[src/design/dbfc_pkg.sv]
`timescale 1ns / 1ps
`default_nettype none
// ----------------------------------------------------------------------------
// dbfc_pkg: shared types and constants for the detection box filter
// Field widths, register indexes, reset values and the controller/datapath
// command and status bundles.
// ----------------------------------------------------------------------------
package dbfc_pkg;

    localparam int LABEL_W    = 8;
    localparam int SCORE_W    = 17;
    localparam int NORM_W     = 18;
    localparam int PIX_W      = 14;
    localparam int EDGE_W     = 15;
    localparam int SIZE_W     = 16;
    localparam int IDX_W      = 9;
    localparam int CFG_IDX_W  = 2;
    localparam int CFG_DATA_W = 17;

    localparam int MAX_BOXES_DEF       = 256;
    localparam int COORD_FRAC_BITS_DEF = 16;

    localparam int MIN_CROP  = 16;
    localparam int MIN_OUT   = 32;
    localparam int OUT_SHIFT = 5;

    localparam logic [LABEL_W-1:0] FACE_LABEL = 8'd1;

    localparam int DIV_NUM_W = EDGE_W + OUT_SHIFT;
    localparam int DIV_DEN_W = EDGE_W;
    localparam int DIV_STEPS = DIV_NUM_W;
    localparam int CNT_W     = $clog2(DIV_STEPS);
    localparam int MUL_STEPS = 4;

    localparam logic [CFG_IDX_W-1:0] CFG_SCORE_THR = 2'd0;
    localparam logic [CFG_IDX_W-1:0] CFG_IMG_W     = 2'd1;
    localparam logic [CFG_IDX_W-1:0] CFG_IMG_H     = 2'd2;

    localparam logic [SCORE_W-1:0] THR_RESET   = 17'd26214;
    localparam logic [PIX_W-1:0]   IMG_W_RESET = 14'd1920;
    localparam logic [PIX_W-1:0]   IMG_H_RESET = 14'd1080;

    localparam logic [1:0] COORD_LEFT   = 2'd0;
    localparam logic [1:0] COORD_TOP    = 2'd1;
    localparam logic [1:0] COORD_RIGHT  = 2'd2;
    localparam logic [1:0] COORD_BOTTOM = 2'd3;

    typedef struct packed {
        logic       load;
        logic       mul_en;
        logic [1:0] mul_sel;
        logic       align;
        logic       div_start;
        logic       div_step;
        logic       div_commit;
        logic       out_load;
    } t_cmd;

    typedef struct packed {
        logic keep;
        logic need_scale;
        logic out_free;
    } t_status;

endpackage
`default_nettype wire

[src/design/dbfc_ctrl.sv]
`timescale 1ns / 1ps
`default_nettype none
// ----------------------------------------------------------------------------
// dbfc_ctrl: sequencer for the box filter
// Steps one item through scaling, size check, alignment, divide and output.
// ----------------------------------------------------------------------------
module dbfc_ctrl (
    input  logic               i_clk,
    input  logic               i_rst_n,
    input  logic               i_valid,
    output logic               o_stall,
    input  dbfc_pkg::t_status  i_status,
    output dbfc_pkg::t_cmd     o_cmd
);

    typedef enum logic [2:0] {
        S_IDLE,
        S_MUL,
        S_CHECK,
        S_SCALE,
        S_DIV,
        S_COMMIT,
        S_OUT
    } t_state;

    t_state                        r_state;
    logic [dbfc_pkg::CNT_W-1:0]    r_cnt;

    localparam logic [dbfc_pkg::CNT_W-1:0] MUL_LAST =
        dbfc_pkg::CNT_W'(dbfc_pkg::MUL_STEPS - 1);
    localparam logic [dbfc_pkg::CNT_W-1:0] DIV_LAST =
        dbfc_pkg::CNT_W'(dbfc_pkg::DIV_STEPS - 1);

    assign o_stall = (r_state != S_IDLE);

    always_comb begin
        o_cmd         = '0;
        o_cmd.mul_sel = r_cnt[1:0];
        unique case (r_state)
            S_IDLE:   o_cmd.load       = i_valid;
            S_MUL:    o_cmd.mul_en     = 1'b1;
            S_CHECK:  o_cmd.align      = i_status.keep;
            S_SCALE:  o_cmd.div_start  = i_status.need_scale;
            S_DIV:    o_cmd.div_step   = 1'b1;
            S_COMMIT: o_cmd.div_commit = 1'b1;
            S_OUT:    o_cmd.out_load   = i_status.out_free;
            default:  o_cmd            = '0;
        endcase
    end

    always_ff @(posedge i_clk) begin
        if (!i_rst_n) begin
            r_state <= S_IDLE;
            r_cnt   <= '0;
        end else begin
            unique case (r_state)
                S_IDLE: begin
                    r_cnt <= '0;
                    if (i_valid) r_state <= S_MUL;
                end
                S_MUL: begin
                    if (r_cnt == MUL_LAST) begin
                        r_cnt   <= '0;
                        r_state <= S_CHECK;
                    end else begin
                        r_cnt <= r_cnt + 1'b1;
                    end
                end
                S_CHECK: r_state <= i_status.keep ? S_SCALE : S_IDLE;
                S_SCALE: begin
                    r_cnt   <= '0;
                    r_state <= i_status.need_scale ? S_DIV : S_OUT;
                end
                S_DIV: begin
                    if (r_cnt == DIV_LAST) begin
                        r_cnt   <= '0;
                        r_state <= S_COMMIT;
                    end else begin
                        r_cnt <= r_cnt + 1'b1;
                    end
                end
                S_COMMIT: r_state <= S_OUT;
                S_OUT: begin
                    if (i_status.out_free) r_state <= S_IDLE;
                end
                default: r_state <= S_IDLE;
            endcase
        end
    end

endmodule
`default_nettype wire

[src/design/dbfc_dp.sv]
`timescale 1ns / 1ps
`default_nettype none
// ----------------------------------------------------------------------------
// dbfc_dp: datapath for the box filter
// Config registers, shared coordinate multiplier, edge alignment, serial
// restoring divider, face counter and output register.
// ----------------------------------------------------------------------------
module dbfc_dp #(
    parameter int MAX_BOXES       = dbfc_pkg::MAX_BOXES_DEF,
    parameter int COORD_FRAC_BITS = dbfc_pkg::COORD_FRAC_BITS_DEF
) (
    input  logic                                i_clk,
    input  logic                                i_rst_n,
    input  logic                                i_cfg_we,
    input  logic [dbfc_pkg::CFG_IDX_W-1:0]      i_cfg_idx,
    input  logic [dbfc_pkg::CFG_DATA_W-1:0]     i_cfg_data,
    input  logic                                i_first_of_frame,
    input  logic [dbfc_pkg::LABEL_W-1:0]        i_label,
    input  logic [dbfc_pkg::SCORE_W-1:0]        i_score,
    input  logic signed [dbfc_pkg::NORM_W-1:0]  i_left_norm,
    input  logic signed [dbfc_pkg::NORM_W-1:0]  i_top_norm,
    input  logic signed [dbfc_pkg::NORM_W-1:0]  i_right_norm,
    input  logic signed [dbfc_pkg::NORM_W-1:0]  i_bottom_norm,
    input  dbfc_pkg::t_cmd                      i_cmd,
    output dbfc_pkg::t_status                   o_status,
    input  logic                                i_stall,
    output logic                                o_valid,
    output logic [dbfc_pkg::IDX_W-1:0]          o_face_index,
    output logic [dbfc_pkg::SCORE_W-1:0]        o_face_score,
    output logic [dbfc_pkg::PIX_W-1:0]          o_crop_left,
    output logic [dbfc_pkg::PIX_W-1:0]          o_crop_right,
    output logic [dbfc_pkg::PIX_W-1:0]          o_crop_top,
    output logic [dbfc_pkg::PIX_W-1:0]          o_crop_bottom,
    output logic [dbfc_pkg::SIZE_W-1:0]         o_out_width,
    output logic [dbfc_pkg::SIZE_W-1:0]         o_out_height
);

    localparam int PIX_W  = dbfc_pkg::PIX_W;
    localparam int EDGE_W = dbfc_pkg::EDGE_W;
    localparam int SIZE_W = dbfc_pkg::SIZE_W;
    localparam int NORM_W = dbfc_pkg::NORM_W;
    localparam int NUM_W  = dbfc_pkg::DIV_NUM_W;
    localparam int DEN_W  = dbfc_pkg::DIV_DEN_W;
    localparam int CAP    = (MAX_BOXES < 511) ? MAX_BOXES : 511;
    localparam int CW     = (COORD_FRAC_BITS + 1 > NORM_W) ? COORD_FRAC_BITS + 1 : NORM_W;
    localparam int PW     = CW + PIX_W;

    localparam logic [dbfc_pkg::IDX_W-1:0] FACE_CAP = dbfc_pkg::IDX_W'(CAP);
    localparam logic [CW-1:0]              ONE      = CW'(1) << COORD_FRAC_BITS;
    localparam logic [EDGE_W-1:0]          CROP_MIN = EDGE_W'(dbfc_pkg::MIN_CROP);
    localparam logic [SIZE_W-1:0]          OUT_MIN  = SIZE_W'(dbfc_pkg::MIN_OUT);

    // configuration
    logic [dbfc_pkg::SCORE_W-1:0] r_thr;
    logic [PIX_W-1:0]             r_img_w;
    logic [PIX_W-1:0]             r_img_h;

    always_ff @(posedge i_clk) begin
        if (!i_rst_n) begin
            r_thr   <= dbfc_pkg::THR_RESET;
            r_img_w <= dbfc_pkg::IMG_W_RESET;
            r_img_h <= dbfc_pkg::IMG_H_RESET;
        end else if (i_cfg_we) begin
            unique case (i_cfg_idx)
                dbfc_pkg::CFG_SCORE_THR: r_thr   <= i_cfg_data;
                dbfc_pkg::CFG_IMG_W:     r_img_w <= i_cfg_data[PIX_W-1:0];
                dbfc_pkg::CFG_IMG_H:     r_img_h <= i_cfg_data[PIX_W-1:0];
                default: ;
            endcase
        end
    end

    // captured item
    logic [dbfc_pkg::LABEL_W-1:0] r_label;
    logic [dbfc_pkg::SCORE_W-1:0] r_score;
    logic [NORM_W-1:0]            r_norm [4];
    logic [PIX_W-1:0]             r_pix  [4];

    always_ff @(posedge i_clk) begin
        if (i_cmd.load) begin
            r_label                        <= i_label;
            r_score                        <= i_score;
            r_norm[dbfc_pkg::COORD_LEFT]   <= i_left_norm;
            r_norm[dbfc_pkg::COORD_TOP]    <= i_top_norm;
            r_norm[dbfc_pkg::COORD_RIGHT]  <= i_right_norm;
            r_norm[dbfc_pkg::COORD_BOTTOM] <= i_bottom_norm;
        end
    end

    // clamp to 0..1.0 and scale to pixels, one corner per cycle
    logic [NORM_W-1:0] mul_v;
    logic [CW-1:0]     mul_ext;
    logic [CW-1:0]     mul_c;
    logic [PIX_W-1:0]  mul_size;
    logic [PW-1:0]     mul_prod;
    logic [PW-1:0]     mul_shr;

    always_comb begin
        mul_v    = r_norm[i_cmd.mul_sel];
        mul_ext  = CW'(mul_v[NORM_W-2:0]);
        mul_c    = mul_v[NORM_W-1] ? '0 : ((mul_ext > ONE) ? ONE : mul_ext);
        mul_size = i_cmd.mul_sel[0] ? r_img_h : r_img_w;
        mul_prod = PW'(mul_c) * PW'(mul_size);
        mul_shr  = mul_prod >> COORD_FRAC_BITS;
    end

    always_ff @(posedge i_clk) begin
        if (i_cmd.mul_en) r_pix[i_cmd.mul_sel] <= mul_shr[PIX_W-1:0];
    end

    // size check and alignment
    logic [PIX_W-1:0]  lx, ty, rx, by;
    logic              pass, size_ok;
    logic [EDGE_W-1:0] hmin_c, vmin_c, w_c, h_c;
    logic [PIX_W-1:0]  hmax_c, vmax_c;

    always_comb begin
        lx      = r_pix[dbfc_pkg::COORD_LEFT];
        ty      = r_pix[dbfc_pkg::COORD_TOP];
        rx      = r_pix[dbfc_pkg::COORD_RIGHT];
        by      = r_pix[dbfc_pkg::COORD_BOTTOM];
        pass    = (r_score >= r_thr) && (r_label == dbfc_pkg::FACE_LABEL);
        size_ok = (EDGE_W'(rx) >= EDGE_W'(lx) + CROP_MIN)
               && (EDGE_W'(by) >= EDGE_W'(ty) + CROP_MIN);
        hmin_c  = EDGE_W'(lx) + EDGE_W'(lx[0]);
        vmin_c  = EDGE_W'(ty) + EDGE_W'(ty[0]);
        hmax_c  = rx[0] ? rx : rx - 1'b1;
        vmax_c  = by[0] ? by : by - 1'b1;
        w_c     = EDGE_W'(hmax_c) - hmin_c + 1'b1;
        h_c     = EDGE_W'(vmax_c) - vmin_c + 1'b1;
    end

    logic [EDGE_W-1:0] r_hmin, r_vmin;
    logic [PIX_W-1:0]  r_hmax, r_vmax;
    logic [SIZE_W-1:0] r_w, r_h;
    logic [NUM_W-1:0]  r_num;
    logic [DEN_W-1:0]  r_den;
    logic [DEN_W-1:0]  r_rem;

    logic              w_lt_h;
    logic [SIZE_W-1:0] big, small_side;
    logic [DEN_W:0]    rem_sh, rem_diff;
    logic              q_bit;

    always_comb begin
        w_lt_h     = r_w < r_h;
        big        = w_lt_h ? r_h : r_w;
        small_side = w_lt_h ? r_w : r_h;
        rem_sh     = {r_rem, r_num[NUM_W-1]};
        rem_diff   = rem_sh - {1'b0, r_den};
        q_bit      = rem_sh >= {1'b0, r_den};
    end

    always_ff @(posedge i_clk) begin
        if (i_cmd.align) begin
            r_hmin <= hmin_c;
            r_vmin <= vmin_c;
            r_hmax <= hmax_c;
            r_vmax <= vmax_c;
            r_w    <= SIZE_W'(w_c);
            r_h    <= SIZE_W'(h_c);
        end else if (i_cmd.div_commit) begin
            if (w_lt_h) begin
                r_w <= OUT_MIN;
                r_h <= r_num[SIZE_W-1:0];
            end else begin
                r_w <= r_num[SIZE_W-1:0];
                r_h <= OUT_MIN;
            end
        end
        if (i_cmd.div_start) begin
            r_num <= NUM_W'(big[EDGE_W-1:0]) << dbfc_pkg::OUT_SHIFT;
            r_den <= small_side[DEN_W-1:0];
            r_rem <= '0;
        end else if (i_cmd.div_step) begin
            r_rem <= q_bit ? rem_diff[DEN_W-1:0] : rem_sh[DEN_W-1:0];
            r_num <= {r_num[NUM_W-2:0], q_bit};
        end
    end

    // face numbering and output register
    logic [dbfc_pkg::IDX_W-1:0] r_faces;
    logic [dbfc_pkg::IDX_W-1:0] n_faces;
    logic                       r_o_valid;

    assign n_faces = (r_faces < FACE_CAP) ? r_faces + 1'b1 : r_faces;

    always_ff @(posedge i_clk) begin
        if (!i_rst_n) begin
            r_faces   <= '0;
            r_o_valid <= 1'b0;
        end else begin
            if (i_cmd.load && i_first_of_frame) r_faces <= '0;
            else if (i_cmd.out_load)            r_faces <= n_faces;
            if (i_cmd.out_load)                 r_o_valid <= 1'b1;
            else if (!i_stall)                  r_o_valid <= 1'b0;
        end
    end

    always_ff @(posedge i_clk) begin
        if (i_cmd.out_load) begin
            o_face_index  <= n_faces;
            o_face_score  <= r_score;
            o_crop_left   <= r_hmin[PIX_W-1:0];
            o_crop_right  <= r_hmax;
            o_crop_top    <= r_vmin[PIX_W-1:0];
            o_crop_bottom <= r_vmax;
            o_out_width   <= r_w + SIZE_W'(r_w[0]);
            o_out_height  <= r_h + SIZE_W'(r_h[0]);
        end
    end

    assign o_valid             = r_o_valid;
    assign o_status.keep       = pass && size_ok;
    assign o_status.need_scale = (r_w < OUT_MIN) || (r_h < OUT_MIN);
    assign o_status.out_free   = !r_o_valid || !i_stall;

endmodule
`default_nettype wire

[src/design/detection_box_filter_and_crop.sv]
`timescale 1ns / 1ps
`default_nettype none
// ----------------------------------------------------------------------------
// detection_box_filter_and_crop: face box filter and crop planner
// Filters detector records by score and label, scales corners to pixels,
// aligns crop edges, upscales small boxes and numbers faces per frame.
// ----------------------------------------------------------------------------
// One item at a time. The four corners share one multiplier, and a kept
// record whose box needs the minimum-size upscale runs a 20-step serial
// divider. A finished result sits in the output register, so the next item
// is accepted while it waits to be taken. The user must write registers
// only while the block is idle; the block itself does not enforce this.
// ----------------------------------------------------------------------------
module detection_box_filter_and_crop #(
    parameter int MAX_BOXES       = dbfc_pkg::MAX_BOXES_DEF,
    parameter int COORD_FRAC_BITS = dbfc_pkg::COORD_FRAC_BITS_DEF
) (
    input  logic                                i_clk,
    input  logic                                i_rst_n,
    input  logic                                i_cfg_we,
    input  logic [dbfc_pkg::CFG_IDX_W-1:0]      i_cfg_idx,
    input  logic [dbfc_pkg::CFG_DATA_W-1:0]     i_cfg_data,
    input  logic                                i_valid,
    output logic                                o_stall,
    input  logic                                i_first_of_frame,
    input  logic [dbfc_pkg::LABEL_W-1:0]        i_label,
    input  logic [dbfc_pkg::SCORE_W-1:0]        i_score,
    input  logic signed [dbfc_pkg::NORM_W-1:0]  i_left_norm,
    input  logic signed [dbfc_pkg::NORM_W-1:0]  i_top_norm,
    input  logic signed [dbfc_pkg::NORM_W-1:0]  i_right_norm,
    input  logic signed [dbfc_pkg::NORM_W-1:0]  i_bottom_norm,
    output logic                                o_valid,
    input  logic                                i_stall,
    output logic [dbfc_pkg::IDX_W-1:0]          o_face_index,
    output logic [dbfc_pkg::SCORE_W-1:0]        o_face_score,
    output logic [dbfc_pkg::PIX_W-1:0]          o_crop_left,
    output logic [dbfc_pkg::PIX_W-1:0]          o_crop_right,
    output logic [dbfc_pkg::PIX_W-1:0]          o_crop_top,
    output logic [dbfc_pkg::PIX_W-1:0]          o_crop_bottom,
    output logic [dbfc_pkg::SIZE_W-1:0]         o_out_width,
    output logic [dbfc_pkg::SIZE_W-1:0]         o_out_height
);

    dbfc_pkg::t_cmd    cmd;
    dbfc_pkg::t_status status;

    dbfc_ctrl u_ctrl (
        .i_clk    (i_clk),
        .i_rst_n  (i_rst_n),
        .i_valid  (i_valid),
        .o_stall  (o_stall),
        .i_status (status),
        .o_cmd    (cmd)
    );

    dbfc_dp #(
        .MAX_BOXES       (MAX_BOXES),
        .COORD_FRAC_BITS (COORD_FRAC_BITS)
    ) u_dp (
        .i_clk            (i_clk),
        .i_rst_n          (i_rst_n),
        .i_cfg_we         (i_cfg_we),
        .i_cfg_idx        (i_cfg_idx),
        .i_cfg_data       (i_cfg_data),
        .i_first_of_frame (i_first_of_frame),
        .i_label          (i_label),
        .i_score          (i_score),
        .i_left_norm      (i_left_norm),
        .i_top_norm       (i_top_norm),
        .i_right_norm     (i_right_norm),
        .i_bottom_norm    (i_bottom_norm),
        .i_cmd            (cmd),
        .o_status         (status),
        .i_stall          (i_stall),
        .o_valid          (o_valid),
        .o_face_index     (o_face_index),
        .o_face_score     (o_face_score),
        .o_crop_left      (o_crop_left),
        .o_crop_right     (o_crop_right),
        .o_crop_top       (o_crop_top),
        .o_crop_bottom    (o_crop_bottom),
        .o_out_width      (o_out_width),
        .o_out_height     (o_out_height)
    );

endmodule
`default_nettype wire
[config.mk]
export PLATFORM = sky130hd
export DESIGN_NAME = detection_box_filter_and_crop
export DESIGN_NICKNAME = d
export VERILOG_FILES = /design/src/design/dbfc_pkg.sv /design/src/design/dbfc_ctrl.sv /design/src/design/dbfc_dp.sv /design/src/design/detection_box_filter_and_crop.sv
export SDC_FILE = /design/constraint.sdc
export NUM_CORES = 1
export LEC_CHECK = 0
export BUFFER_PORTS_ARGS = -buffer_cell sky130_fd_sc_hd__buf_4
export CAP_MARGIN = 5
export CORE_MARGIN = 2
export CORE_UTILIZATION = 35
export DETAILED_ROUTE_END_ITERATION = 12
export PLACE_DENSITY = 0.52
export SYNTH_ARGS = -nofsm -noshare
export SYNTH_HDL_FRONTEND = slang
export SYNTH_HIERARCHICAL = 1
export SYNTH_SLANG_ARGS = --single-unit
[constraint.sdc]
create_clock -name i_clk -period 11.4 [get_ports i_clk]
set_input_delay 0.57 -clock i_clk [delete_from_list [all_inputs] [get_ports i_clk]]
set_output_delay 0.57 -clock i_clk [all_outputs]
set_load 0.02 [all_outputs]
==> results.ini <==
[sta]
rsz0062_at_grt = no
fin_crit_ns = 10.01
maxSlewHeadroom = 0.195
fin_setup_tns_ns = 0
period_share = 0.878
finalHoldViolations = 0
maxSlewViolCount = 0
worstMarginPinSlew_ns = 1.21
layout_setup_ws_ns = 1.39
fmax_ghz = 0.0999
skew_ns = 0.0260
setup_viol = 0

[job]
maxCapViolations = 0

[routing]
via_per_inst = 4.86
wl_per_cell_um = 19.2
routed_wl_um = 74400
first_iter_violations = 921
first_pass_iters = 5
postRouteAntennaNets = 0
drc = 0
via_count = 18881

[synth]
syn_area_per_cell_um2 = 11.2
synth_warnings = 6
yosysUniqueCellTypes = 78
async_flop_share = 0
ys_ff_latch = 458
synth_cells = 2556
yosysSeqAreaShare = 0.449
synth_edf_count = 373
synth_top_area_cell = edfxtp_1
mappedNetlistArea_um2 = 28700
ys.flop_type = edfxtp_1
netlist_top_cells_area = edfxtp_1 39%, fa_1 12%, ha_1 9.8%, dfxtp_1 5.9%, nand2_1 4.2%
synth_top_cell_area_share = 0.390

[global_routing]
grt_usage = 0.176
antenna_found_initial = 0
grt_max_degree = 92
grt_first_pass_wirelength_um = 115000
grt_pass1_vias = 19657
overflow = 0

[clock_tree]
ctsHoldBuffers = 0
cts_resized = 0
cts_num_sinks = 458
cts_buffer_depth = 3
htreeDepth = 2
post_cts.repair.setup_buffers = 0
cts-root-buf = clkbuf_16
path_clk_slew_ns = 0.06
cts_tree = yes
clock_latency_ns = 0.60
cts_inserted_buffers = 52

[worst_setup_path]
worst_r2r_path_depth = 30
critPathMostFrequentCell = fa_1
crit_path_max_fanout = 24
critical_path_required_ns = 11.71
crit_path_top_delay_cell = and2_1
start_kind = flip-flop
reg2reg_from = u_ctrl/r_state[0]$_SDFFE_PN0P_
cpPeakStageDelay_ns = 0.94
criticalPathCategory = reg2reg
crit_arrival_ns = 10.32
end_kind = flip-flop
r2r_slack_ns = 1.39
worst_r2r_endpoint = u_dp/r_pix[0][13]$_DFFE_PP_

[floorplanning]
row_count = 105
core_area_um2 = 81700
pin_count = 238
die_h_um = 290
start_util = 0.352
die_area_um2 = 84400
die_w_um = 290

[cells_and_area]
diodes = 0
multi_input_area_um2 = 14300
fin_cells = 3884
fin_nets = 3299
synthToLayoutAreaGrowth_pct = 16.2
final_util = 0.408
regArea_um2 = 12900
drive_above_1_share = 0.139
fillerInstances = 7859

[place]
gp_congestion = 0.873
place_inst = 3791
place_hpwl_um = 58600
portBuffers = 231
pre_cts_slack_ns = 1.39

[min_path]
hold_start = i_score[10]
worst_hold_path.endpoint = u_dp/r_score[10]$_DFFE_PP_
holdPathStages = 1
hp-class = in2reg

[power]
irDropWorstVdd_mv = 0.142
power.total_mw = 6.46
p_leak_nw = 14.0
power_density_nw_per_um2 = 194

[status]
status = complete, no violations

-- routing by layer --
| metal | vias up | GRT usage | share of wire |
|---|---|---|---|
| met4 | 0 | 0.0566 | 0.033 |
| met5 | - | 0 | 0 |
| li1 | 9113 | - | - |
| met3 | 102 | 0.0263 | 0.043 |
| met2 | 426 | 0.306 | 0.49 |
| met1 | 9240 | 0.224 | 0.43 |
-- area by class of cell --
| cell class | count | share of cell area |
|---|---|---|
| tap | 1070 | 0.0401 |
| inverter | 311 | 0.0350 |
| sequential | 458 | 0.387 |
| clock inverter | 28 | 0.0101 |
| timing repair buffer | 252 | 0.0567 |
| multi-input combinational | 1700 | 0.430 |
| clock buffer | 65 | 0.0417 |
-- cells in the mapped netlist (5+ instances only) --
master,instances
a21o_1,37
xor2_1,45
dfxtp_1,85
nor3_1,31
o21ai_0,65
mux2i_1,57
nand3b_1,13
fa_1,178
nand2_1,320
a211oi_1,16
inv_1,311
o31a_1,5
a21boi_0,35
nand2b_1,32
edfxtp_1,373
or3_1,9
nand4_1,17
nor4_1,14
xnor2_1,105
nor2b_1,19
clkbuf_1,66
o211ai_1,11
and2_1,26
nand3_1,51
a21oi_1,48
and3_1,22
nor3b_1,10
mux4_2,18
o2111ai_1,5
nor2_1,194
o21a_1,5
ha_1,224
buf_4,6
or2_2,7
buf_2,14
mux2_2,13
-- stage by stage --
stage	hold slack (ns)	instance area [um2]
after floorplan	0.400	28700
after global placement	0.404	31600
after detailed placement	0.405	31600
after CTS	0.0896	33400
after global routing	0.0983	33400
final	0.144	33400
-- flip-flops by register name (all words and copies together), names as in the netlist, 13 cells and up --
signal	cells
u_dp/o_crop_bottom	13
u_dp/o_crop_left	13
u_dp/o_crop_right	13
u_dp/o_crop_top	13
u_dp/o_face_score	17
u_dp/o_out_height	15
u_dp/o_out_width	15
u_dp/r_den	15
u_dp/r_h	16
u_dp/r_hmax	13
u_dp/r_hmin	13
u_dp/r_img_h	14
u_dp/r_img_w	14
u_dp/r_norm	72
u_dp/r_num	20
u_dp/r_pix	56
u_dp/r_rem	15
u_dp/r_score	17
u_dp/r_thr	17
u_dp/r_vmax	13
u_dp/r_vmin	13
u_dp/r_w	16
-- cell families (layout without fill, tap and decap cells) --
kind of cell	count (synthesis)	in the layout	synth area share
xor gates and xnor gates	150	150	0.0457
and+or+nand+nor	780	780	0.124
muxes	88	88	0.0391
adders and majority gates	402	402	0.222
DFF	458	458	0.449
other	2	6	0.000261
AOI/OAI and AO/OA	274	274	0.0657
buffers and inverters	402	656	0.0542
-- how the worst max path moves through the flow --
| stage | cells after the start | slack (ns) | start | end |
|---|---|---|---|---|
| after floorplan | 34 | 2.47 | u_ctrl/r_state[0]$_SDFFE_PN0P_ | u_dp/r_pix[0][13]$_DFFE_PP_ |
| after global placement | 30 | 1.48 | u_ctrl/r_state[0]$_SDFFE_PN0P_ | u_dp/r_pix[0][13]$_DFFE_PP_ |
| after detailed placement | 30 | 1.39 | u_ctrl/r_state[0]$_SDFFE_PN0P_ | u_dp/r_pix[0][13]$_DFFE_PP_ |
| after CTS | 30 | 1.34 | u_ctrl/r_state[0]$_SDFFE_PN0P_ | u_dp/r_pix[2][13]$_DFFE_PP_ |
| after global routing | 30 | 0.80 | u_ctrl/r_state[0]$_SDFFE_PN0P_ | u_dp/r_pix[0][13]$_DFFE_PP_ |
| final | 30 | 1.39 | u_ctrl/r_state[0]$_SDFFE_PN0P_ | u_dp/r_pix[0][13]$_DFFE_PP_ |
-- cell usage in the layout (no fill, tap or decap), drive strengths merged, types with 52 or more instances in the layout --
cell type,synthesis,routed
inv,311,316
ha,224,224
o21ai,67,67
fa,178,178
xnor2,105,105
buf,25,252
mux2i,57,57
nor2,194,194
dfxtp,85,85
nand2,320,320
nand3,52,52
edfxtp,373,373
clkbuf,66,65
-- report_power, final --
part	internal (mW)	switching, mW	total, mW
logic	0.984	1.58	2.57
registers	2.08	0.120	2.20
clock network	1.01	0.685	1.69
-- critical path: cells and delay by family, from the launching register on --
family,cells,cell delay [ns]
compound gates,10,2.79
xor+xnor,1,0.15
fa+ha+maj,7,3.12
buf+inv,4,0.28
flops,1,0.46
mux,1,0.51
simple gates,7,2.38
No activity file was read; power rests on OpenSTA's default activity.
